--- config.mk ---
export PLATFORM = sky130hd
export DESIGN_NAME = contiguous_block_allocator_top
export DESIGN_NICKNAME = d
export VERILOG_FILES = /design/src/cba_pkg.sv /design/src/cba_map.sv /design/src/cba_ctrl.sv /design/src/contiguous_block_allocator_top.sv
export SDC_FILE = /design/constraint.sdc
export NUM_CORES = 1
export LEC_CHECK = 0
export BUFFER_PORTS_ARGS = -buffer_cell sky130_fd_sc_hd__buf_2
export CAP_MARGIN = 20
export CORE_MARGIN = 4
export CORE_UTILIZATION = 42
export DETAILED_ROUTE_END_ITERATION = 6
export GPL_TIMING_DRIVEN = 0
export PLACE_DENSITY_LB_ADDON = 0.2
export SLEW_MARGIN = 20
export SYNTH_ARGS = -nofsm -noshare
export SYNTH_HDL_FRONTEND = slang
export SYNTH_SLANG_ARGS = --single-unit
--- constraint.sdc ---
create_clock -name clock -period 2.5 [get_ports clock]
set_input_delay 0.5 -clock clock [delete_from_list [all_inputs] [get_ports clock]]
set_output_delay 0.5 -clock clock [all_outputs]
set_load 0.02 [all_outputs]
--- src/cba_pkg.sv ---
package cba_pkg;

   // Operation codes of the cmd field.
   localparam logic CMD_ALLOC = 1'b0;
   localparam logic CMD_FREE  = 1'b1;

   // Width of the size field.
   localparam int SIZE_W = 5;

   // Per-block status marks.
   typedef enum logic [2:0] {
      MARK_FREE   = 3'd0,
      MARK_SINGLE = 3'd1,
      MARK_FIRST  = 3'd2,
      MARK_MIDDLE = 3'd3,
      MARK_LAST   = 3'd4
   } mark_type;

   // Result status codes.
   typedef enum logic [1:0] {
      ST_OK        = 2'd0,
      ST_NO_SPACE  = 2'd1,
      ST_BAD_SIZE  = 2'd2,
      ST_NOT_START = 2'd3
   } status_type;

   typedef struct packed {
      logic              cmd;
      logic [SIZE_W-1:0] req_size;
      logic [3:0]        start_index;
   } req_type;

   typedef struct packed {
      status_type status_code;
      logic [3:0] alloc_index;
      logic       was_free;
   } rsp_type;

   // Write request from the sequencer to the status map.
   typedef struct packed {
      logic     en;
      mark_type mark;
   } map_wr_type;

endpackage

--- src/cba_map.sv ---
module cba_map #(
   parameter int NUM_BLOCKS = 16
) (
   input  logic                          clock,
   input  logic                          reset,
   input  logic [$clog2(NUM_BLOCKS)-1:0] raddr,
   input  logic [$clog2(NUM_BLOCKS)-1:0] waddr,
   input  cba_pkg::map_wr_type           wr,
   output cba_pkg::mark_type             rmark
);
   import cba_pkg::*;

   mark_type              mem_ff [NUM_BLOCKS];
   logic [NUM_BLOCKS-1:0] valid_ff;
   mark_type              rdata_ff;
   logic                  rvalid_ff;

   // Status storage; contents are only meaningful where the valid bit is set.
   always_ff @(posedge clock) begin
      if (wr.en) begin
         mem_ff[waddr] <= wr.mark;
      end
      rdata_ff  <= mem_ff[raddr];
      rvalid_ff <= valid_ff[raddr];
   end

   // Valid bits make the whole map read as free right after reset.
   always_ff @(posedge clock) begin
      if (reset) begin
         valid_ff <= '0;
      end else if (wr.en) begin
         valid_ff[waddr] <= 1'b1;
      end
   end

   assign rmark = rvalid_ff ? rdata_ff : MARK_FREE;

endmodule

--- src/cba_ctrl.sv ---
module cba_ctrl #(
   parameter int NUM_BLOCKS = 16
) (
   input  logic                          clock,
   input  logic                          reset,
   input  logic                          req_valid,
   output logic                          req_stall,
   input  cba_pkg::req_type              req_data,
   output logic                          rsp_valid,
   input  logic                          rsp_stall,
   output cba_pkg::rsp_type              rsp_data,
   output logic [$clog2(NUM_BLOCKS)-1:0] map_raddr,
   output logic [$clog2(NUM_BLOCKS)-1:0] map_waddr,
   output cba_pkg::map_wr_type           map_wr,
   input  cba_pkg::mark_type             map_rmark
);
   import cba_pkg::*;

   localparam int AW = $clog2(NUM_BLOCKS);
   localparam int CW = $clog2(NUM_BLOCKS + 1);
   localparam int XW = (CW > SIZE_W) ? CW : SIZE_W;
   localparam logic [AW-1:0] LAST_IDX = AW'(NUM_BLOCKS - 1);

   typedef enum logic [5:0] {
      S_IDLE  = 6'b000001,
      S_SCAN  = 6'b000010,
      S_MARK  = 6'b000100,
      S_FCHK  = 6'b001000,
      S_FWALK = 6'b010000,
      S_RESP  = 6'b100000
   } state_type;

   state_type         state_ff, state_in;
   logic [AW-1:0]     idx_ff, idx_in;
   logic [AW-1:0]     begin_ff, begin_in;
   logic [AW-1:0]     end_ff, end_in;
   logic [CW-1:0]     run_ff, run_in;
   logic [SIZE_W-1:0] size_ff, size_in;
   rsp_type           rsp_ff, rsp_in;
   logic              accept;
   logic              idx_last;
   logic [AW-1:0]     idx_next;
   logic [CW-1:0]     run_inc;
   logic [AW-1:0]     run_begin;
   logic              size_bad;
   logic              start_bad;

   assign accept    = req_valid && !req_stall;
   assign req_stall = (state_ff != S_IDLE);
   assign rsp_valid = (state_ff == S_RESP);
   assign rsp_data  = rsp_ff;

   assign idx_last  = (idx_ff == LAST_IDX);
   assign idx_next  = idx_last ? '0 : idx_ff + 1'b1;
   assign run_inc   = run_ff + 1'b1;
   assign run_begin = (run_ff == '0) ? idx_ff : begin_ff;
   assign size_bad  = (req_data.req_size == '0) ||
                      (XW'(req_data.req_size) > XW'(NUM_BLOCKS));
   assign start_bad = (32'(req_data.start_index) >= 32'(NUM_BLOCKS));

   // Sequencer: during a scan, mark or free walk, one map entry is read, checked or written per cycle.
   always_comb begin
      state_in   = state_ff;
      idx_in     = idx_ff;
      begin_in   = begin_ff;
      end_in     = end_ff;
      run_in     = run_ff;
      size_in    = size_ff;
      rsp_in     = rsp_ff;
      map_raddr  = idx_next;
      map_waddr  = idx_ff;
      map_wr.en   = 1'b0;
      map_wr.mark = MARK_FREE;
      case (state_ff)
         S_IDLE: begin
            map_raddr = (req_data.cmd == CMD_ALLOC) ? '0 : AW'(req_data.start_index);
            if (accept) begin
               rsp_in.status_code = ST_OK;
               rsp_in.alloc_index = '0;
               rsp_in.was_free    = 1'b0;
               size_in = req_data.req_size;
               run_in  = '0;
               if (req_data.cmd == CMD_ALLOC) begin
                  idx_in = '0;
                  if (size_bad) begin
                     rsp_in.status_code = ST_BAD_SIZE;
                     state_in = S_RESP;
                  end else begin
                     state_in = S_SCAN;
                  end
               end else begin
                  idx_in = AW'(req_data.start_index);
                  if (start_bad) begin
                     rsp_in.status_code = ST_NOT_START;
                     state_in = S_RESP;
                  end else begin
                     state_in = S_FCHK;
                  end
               end
            end
         end
         S_SCAN: begin
            // First-fit scan: count consecutive free entries.
            if (map_rmark == MARK_FREE) begin
               run_in   = run_inc;
               begin_in = run_begin;
               if (XW'(run_inc) == XW'(size_ff)) begin
                  end_in   = idx_ff;
                  idx_in   = run_begin;
                  state_in = S_MARK;
               end else if (idx_last) begin
                  rsp_in.status_code = ST_NO_SPACE;
                  state_in = S_RESP;
               end else begin
                  idx_in = idx_next;
               end
            end else begin
               run_in = '0;
               if (idx_last) begin
                  rsp_in.status_code = ST_NO_SPACE;
                  state_in = S_RESP;
               end else begin
                  idx_in = idx_next;
               end
            end
         end
         S_MARK: begin
            // Write the run marks from its start to its end.
            map_wr.en = 1'b1;
            if (size_ff == SIZE_W'(1)) begin
               map_wr.mark = MARK_SINGLE;
            end else if (idx_ff == begin_ff) begin
               map_wr.mark = MARK_FIRST;
            end else if (idx_ff == end_ff) begin
               map_wr.mark = MARK_LAST;
            end else begin
               map_wr.mark = MARK_MIDDLE;
            end
            if (idx_ff == end_ff) begin
               rsp_in.status_code = ST_OK;
               rsp_in.alloc_index = 4'(begin_ff);
               state_in = S_RESP;
            end else begin
               idx_in = idx_ff + 1'b1;
            end
         end
         S_FCHK: begin
            // Only a single or first mark may start a free.
            if (map_rmark == MARK_FREE) begin
               rsp_in.status_code = ST_NOT_START;
               rsp_in.was_free    = 1'b1;
               state_in = S_RESP;
            end else if (map_rmark != MARK_SINGLE && map_rmark != MARK_FIRST) begin
               rsp_in.status_code = ST_NOT_START;
               state_in = S_RESP;
            end else begin
               map_wr.en = 1'b1;
               rsp_in.status_code = ST_OK;
               if (map_rmark == MARK_SINGLE || idx_last) begin
                  state_in = S_RESP;
               end else begin
                  idx_in   = idx_next;
                  state_in = S_FWALK;
               end
            end
         end
         S_FWALK: begin
            // Clear middle marks, then a last mark, and stop on anything else.
            if (map_rmark == MARK_MIDDLE) begin
               map_wr.en = 1'b1;
               if (idx_last) begin
                  state_in = S_RESP;
               end else begin
                  idx_in = idx_next;
               end
            end else begin
               map_wr.en = (map_rmark == MARK_LAST);
               state_in  = S_RESP;
            end
         end
         S_RESP: begin
            if (!rsp_stall) begin
               state_in = S_IDLE;
            end
         end
         default: begin
            state_in = S_IDLE;
         end
      endcase
   end

   // Control state.
   always_ff @(posedge clock) begin
      if (reset) begin
         state_ff <= S_IDLE;
      end else begin
         state_ff <= state_in;
      end
   end

   // Working registers and the result transaction.
   always_ff @(posedge clock) begin
      idx_ff   <= idx_in;
      begin_ff <= begin_in;
      end_ff   <= end_in;
      run_ff   <= run_in;
      size_ff  <= size_in;
      rsp_ff   <= rsp_in;
   end

endmodule

--- src/contiguous_block_allocator_top.sv ---
// Allocate: a first-fit scan of the map, then the marking of the run if one fits, then the result.
// Free: a check of the start entry, then a walk over the entries past the start, then the result.
// Rejected sizes or indexes give a result in the cycle after acceptance.
// One transaction at a time; the status map delivers one entry per cycle.
// Reset (synchronous) returns to idle and makes every block read as free at once.
module contiguous_block_allocator_top #(
   parameter int NUM_BLOCKS = 16
) (
   input  logic             clock,
   input  logic             reset,
   input  logic             req_valid,
   output logic             req_stall,
   input  cba_pkg::req_type req_data,
   output logic             rsp_valid,
   input  logic             rsp_stall,
   output cba_pkg::rsp_type rsp_data
);
   import cba_pkg::*;

   localparam int AW = $clog2(NUM_BLOCKS);

   logic [AW-1:0] map_raddr;
   logic [AW-1:0] map_waddr;
   map_wr_type    map_wr;
   mark_type      map_rmark;

   // Sequencer driving the scan, mark and free walks.
   cba_ctrl #(
      .NUM_BLOCKS(NUM_BLOCKS)
   ) u_ctrl (
      .clock     (clock),
      .reset     (reset),
      .req_valid (req_valid),
      .req_stall (req_stall),
      .req_data  (req_data),
      .rsp_valid (rsp_valid),
      .rsp_stall (rsp_stall),
      .rsp_data  (rsp_data),
      .map_raddr (map_raddr),
      .map_waddr (map_waddr),
      .map_wr    (map_wr),
      .map_rmark (map_rmark)
   );

   // Block status map.
   cba_map #(
      .NUM_BLOCKS(NUM_BLOCKS)
   ) u_map (
      .clock (clock),
      .reset (reset),
      .raddr (map_raddr),
      .waddr (map_waddr),
      .wr    (map_wr),
      .rmark (map_rmark)
   );

endmodule

==> impl_metrics.tcl, run 1 <==
set metrics [dict create \
    status "finished, violations left" \
    violations "negative setup slack" \
    cts_buffer_depth 2 \
    synthFlopType "edfxtp_1" \
    h-tree-depth 3 \
    hp-start "req_data[5]" \
    synth_edf_count 77 \
    cp-end-kind "register" \
    cp.arrival_ns 2.74 \
    drc 0 \
    setup_violations 1 \
    dieArea_sq_mm 0.0137 \
    hold_viol_final 0 \
    finalCriticalPeriod_ns 2.50 \
    pin_count 23 \
    antenna_cells 0 \
    io_buffers 22 \
    yosys_warnings 0 \
    rsz0062_at_grt "true" \
    met3_usage_pct 4.78 \
    seq_area_frac_synth_pct 56.7 \
    hold_end "u_ctrl.size_ff[1]" \
    clock_latency_ns 0.36 \
    reg2regPathDepth 9 \
    dp_slack_ns -0.873 \
    grt_usage_pct 19.1 \
    max_slew_margin_pct 43.2 \
    cts_tree "done" \
    vias 3596 \
    start_util_pct 43.4 \
    busiest_layer "met2" \
    synth.distinct_cells 60 \
    worst_pin_slew_ns 0.843 \
    antenna_found_initial 0 \
    drt_iter0_markers 310 \
    clk_pin_slew_ns 0.08 \
    grt_pass1_wl_um 19500 \
    fin_skew_ns 0.0165 \
    cts_sinks 103 \
    fmax_ghz 0.399 \
    layout_setup_ws_ns -0.00400 \
    postSynth.asyncResetShare_pct 0 \
    min_path_type "input port to register" \
    finalPower_mw 3.98 \
    r2r_end "u_map.rdata_ff[2]" \
    cts-root-buf "clkbuf_16" \
    power_density_mw_per_mm2 666 \
    place_area_sq_mm 0.00531 \
    nets 498 \
    dp_hpwl_um 8520 \
    worstSetupPathType "register to register" \
    synthTopCellsByArea "edfxtp_1, dfxtp_1, nor2_1" \
    whs_ns 0.331 \
    wl_per_cell_um 19.6 \
    fp.dieW_um 117 \
    via_per_inst 5.75 \
    fin_crit_sh_pct 100 \
    fin_setup_tns_ns -0.00400 \
    synth_area_sq_mm 0.00500 \
    grt_max_degree 20 \
    hold_buffers 0 \
    leakagePower_nw 2.08 \
    numCtsBuffers 9 \
    synth_cells 426 \
    final_area_sq_mm 0.00598 \
    drive_gt1_share_pct 26.6 \
    use_met1_pct 26.2 \
    drt_first_pass_iters 4 \
    start_kind "register" \
    fp-row-count 39 \
    postRouteWirelength_um 12300 \
    cp.required_ns 2.73 \
    final_common_cell "edfxtp_1" \
    coreArea_sq_mm 0.0115 \
    areaGrowthSynthToFinish_pct 19.6 \
    synth_top_area_share_pct 46.3 \
    r2r_start "u_ctrl.state_ff[2]" \
    grt_pass1_vias 3588 \
    synth_seq_cells 103 \
    die_h_um 117 \
    met2_usage_pct 29.0 \
    final_cell_mix "edfxtp_1, nor2_1, nand2_1" \
    reg2reg_slack_ns -0.004 \
    path_max_fanout 6 \
    vdd_drop_max_mv 0.328 \
    whs_path_depth 1 \
    ant_nets 0 \
    slew_viol_final 0 \
    syn_nets 447 \
    place_congestion 0.913 \
    cap_violations 0 \
    syn_area_per_cell_sq_um 11.7 \
    yosys.area.top_type "edfxtp_1" \
    grt-ovfl-total 0 \
]
## worst max-delay path by stage
stage	from	to
floorplan	u_ctrl.state_ff[1]	u_map.rdata_ff[2]
global route	u_ctrl.state_ff[2]	u_map.rdata_ff[0]
detailed placement	u_ctrl.map_waddr[0]	u_map.rdata_ff[1]
CTS	u_ctrl.state_ff[5]	u_map.mem_ff[14][1]
global placement	u_ctrl.map_waddr[0]	u_map.rdata_ff[1]
finish	u_ctrl.state_ff[2]	u_map.rdata_ff[2]
## routing by layer
layer / wire [um] / up-vias
met3: 834 / 23
met2: 5490 / 124
met5: 0 / -
li1: - / 1694
met4: 252 / 0
met1: 5690 / 1755
## worst max-delay path, stage by stage (launching register included)
cell and delay [ns]:
dfxtp_4 0.37, or4_4 0.56, nor2_4 0.13, inv_4 0.05
o21ai_4 0.16, buf_12 0.16, buf_12 0.14, mux4_2 0.51
a22oi_2 0.18, nand3_1 0.11
## stage by stage
step           utilization (%)  cells
4_1_cts                   51.2    626
3_3_place_gp              45.9    591
3_5_place_dp              46.1    592
5_1_grt                   51.9    625
2_1_floorplan                -    426
6_report                  51.9    625
## repair_timing
item	4_1_cts	5_1_grt
pin swaps	11	2
endpoints found under the setup margin	95	75
gates resized for setup	33	31
gates cloned	1	0
setup buffers	19	0
endpoints found under the hold margin	0	0
## cell families after synthesis
family | share of synthesized area [%]
AND/OR/NAND/NOR | 15.6
flip-flops | 56.7
AO/OA/AOI/OAI | 11.6
buffers and inverters | 3.78
multiplexers | 6.81
XOR/XNOR | 3.78
adder cells (fa/ha/maj) | 1.75
## registers in the layout, indices dropped and copies added (netlist names)
signal and count:
u_map.mem_ff 48, u_map.valid_ff 16, u_ctrl.rsp_data 7, u_ctrl.state_ff 6
u_ctrl.run_ff 5, u_ctrl.size_ff 5, u_ctrl.begin_ff 4, u_ctrl.end_ff 4
u_ctrl.map_waddr 4, u_map.rdata_ff 3, u_map.rvalid_ff 1
## layout make-up
class | instances | area [sq um]
Tap cell | 143 | 179
Sequential cell | 103 | 2840
Fill cell | 1010 | 5540
Clock inverter | 7 | 66.3
Inverter | 19 | 73.8
Multi-Input combinational cell | 285 | 2170
Timing Repair Buffer | 43 | 320
Buffer | 16 | 105
Clock buffer | 9 | 225
## power breakdown
part	leakage (nW)	internal, mW	switching (mW)
combinational	1.10	0.300	0.395
sequential	0.844	1.87	0.0417
clock	0.141	0.698	0.674
## cells in the mapped netlist, drive strengths merged (8+ instances only)
master	instances
edfxtp	77
nor2	45
nand2	27
dfxtp	26
o21ai	20
a21oi	19
and2	19
inv	19
clkbuf	13
mux2	12
nand3	11
nor3	10
xnor2	10
xor2	9
mux4	8
o221ai	8
No activity file was read; power rests on OpenSTA's default activity.
==> run 2, diff against run 1 <==
--- a/config.mk
+++ b/config.mk
@@ -10,7 +10,6 @@
 export CORE_MARGIN = 4
 export CORE_UTILIZATION = 42
 export DETAILED_ROUTE_END_ITERATION = 6
-export GPL_TIMING_DRIVEN = 0
 export PLACE_DENSITY_LB_ADDON = 0.2
 export SLEW_MARGIN = 20
 export SYNTH_ARGS = -nofsm -noshare
==> constraint.sdc (replaced) <==
create_clock -name clock -period 2.3 [get_ports clock]
set_input_delay 0.46 -clock clock [delete_from_list [all_inputs] [get_ports clock]]
set_output_delay 0.46 -clock clock [all_outputs]
set_load 0.02 [all_outputs]
==> run 2 against run 1 <==
The run still ends with negative setup slack left; sequential share of layout area decreased by 0.55 points; global-route usage decreased by 0.21 points; via count increased by 0.36%.
==> impl_metrics.tcl, run 2 (synthesized netlist as in run 1, its figures left out) <==
set metrics [dict create \
    cp-end-kind "register" \
    cts_tree "done" \
    wl_per_cell_um 18.6 \
    final_cell_mix "edfxtp_1, buf_4, nor2_1" \
    fin_setup_tns_ns -0.245 \
    min_path_type "input port to register" \
    setup_violations 4 \
    r2r_end "u_map.rdata_ff[2]" \
    finalCriticalPeriod_ns 2.39 \
    path_max_fanout 13 \
    crit_start "u_ctrl.state_ff[3]" \
    reg2reg_slack_ns -0.09 \
    hold_viol_final 0 \
    pin_count 23 \
    slew_viol_final 0 \
    drc 0 \
    power_density_mw_per_mm2 715 \
    max_slew_margin_pct 44.4 \
    cts_buffer_depth 2 \
    nFillCells 1027 \
    largest_reg_flops 48 \
    cts_sinks 103 \
    grt-ovfl-total 0 \
    grt_pass1_wl_um 19200 \
    dp_slack_ns -0.203 \
    die_h_um 117 \
    start_util_pct 43.4 \
    grt_usage_pct 18.9 \
    whs_ns 0.294 \
    io_buffers 22 \
    fin_skew_ns 0.0101 \
    dp_hpwl_um 8650 \
    drive_gt1_share_pct 26.7 \
    fp-row-count 39 \
    clock_latency_ns 0.36 \
    rsz0062_at_grt "true" \
    h-tree-depth 3 \
    vias 3609 \
    place_congestion 0.927 \
    antenna_cells 0 \
    dieArea_sq_mm 0.0137 \
    start_kind "register" \
    areaGrowthSynthToFinish_pct 20.8 \
    numCtsBuffers 9 \
    whs_path_depth 1 \
    drt_iter0_markers 292 \
    r2r_start "u_ctrl.state_ff[3]" \
    cap_violations 0 \
    status "finished, violations left" \
    cts-root-buf "clkbuf_16" \
    layout_setup_ws_ns -0.0916 \
    vdd_drop_max_mv 0.489 \
    ant_nets 0 \
    via_per_inst 5.56 \
    fin_crit_sh_pct 104 \
    worst_pin_slew_ns 0.826 \
    place_area_sq_mm 0.00559 \
    drt_first_pass_iters 4 \
    nets 522 \
    reg2regPathDepth 9 \
    critPathCapture "u_map.rdata_ff[2]" \
    cp.required_ns 2.54 \
    fmax_ghz 0.418 \
    grt_pass1_vias 3525 \
    final_common_cell "edfxtp_1" \
    leakagePower_nw 2.22 \
    coreArea_sq_mm 0.0115 \
    final_area_sq_mm 0.00604 \
    fp.dieW_um 117 \
    cp.arrival_ns 2.63 \
    antenna_found_initial 0 \
    worstSetupPathType "register to register" \
    violations "negative setup slack" \
    grt_max_degree 25 \
    postRouteWirelength_um 12000 \
    clk_pin_slew_ns 0.08 \
    top_register "u_map.mem_ff" \
]
## run 2: changes by cell type in the layout (fill, tap and decap cells not counted), moves of 5 or more
| cell | delta |
|---|---|
| nor2_1 | +11 |
| nor3_1 | +5 |
| clkbuf_1 | -7 |
| buf_4 | +43 |
| nor2_2 | -10 |
## run 2: final cells by class
cell class              instances  area (sq um)  area share (%)
well taps                     143           179            2.96
multi-input cells             285          2050            34.0
flip-flops and latches        103          2830            46.9
inverters                      19          73.8            1.22
clock buffers                   9           225            3.73
clock inverters                 7          82.6            1.37
repair buffers                 83           596            9.86
## run 2: how the worst min path moves through the flow
stage / startpoint / to / slack (ns)
2_1_floorplan: u_map.valid_ff[13] / u_map.valid_ff[13] / 0.43
6_report: req_data[6] / u_ctrl.size_ff[2] / 0.29
3_3_place_gp: u_map.valid_ff[15] / u_map.valid_ff[15] / 0.44
4_1_cts: req_data[6] / u_ctrl.size_ff[2] / 0.28
5_1_grt: req_data[6] / u_ctrl.size_ff[2] / 0.28
3_5_place_dp: u_map.valid_ff[3] / u_map.valid_ff[3] / 0.46
## run 2: critical path, cell delays in order (launching register included)
cell	delay, ns
dfxtp_1	0.32
or4_4	0.56
nor2_4	0.13
inv_4	0.05
o21ai_4	0.16
buf_12	0.16
buf_12	0.13
mux4_2	0.51
a22oi_1	0.15
nand3_1	0.10
## run 2: stage by stage
stage | std cells | power [mW] | util (%)
2_1_floorplan | 426 | 2.54 | -
3_3_place_gp | 626 | 2.74 | 48.6
3_5_place_dp | 626 | 2.75 | 48.6
4_1_cts | 648 | 4.33 | 51.8
5_1_grt | 649 | 4.50 | 52.4
6_report | 649 | 4.32 | 52.4
## run 2: where the power goes
| part | switching (mW) | total [mW] | internal, mW |
|---|---|---|---|
| registers | 0.0370 | 2.07 | 2.04 |
| clock network | 0.765 | 1.54 | 0.780 |
| logic | 0.383 | 0.699 | 0.315 |
| total | 1.19 | 4.32 | 3.13 |
## run 2: per-layer routing
metal	wire, um	global-route usage [%]	up-vias
li1	-	-	1742
met1	5700	27.4	1754
met2	5280	27.2	100
met3	863	5.66	13
met4	194	6.04	0
met5	0	0	-
## run 2: repair_timing
action / CTS / global route
setup endpoints to repair: 5 / 32
gates resized for setup: 6 / 14
hold buffers: 0 / 0
setup buffers: 6 / 1
pin swaps: 0 / 1
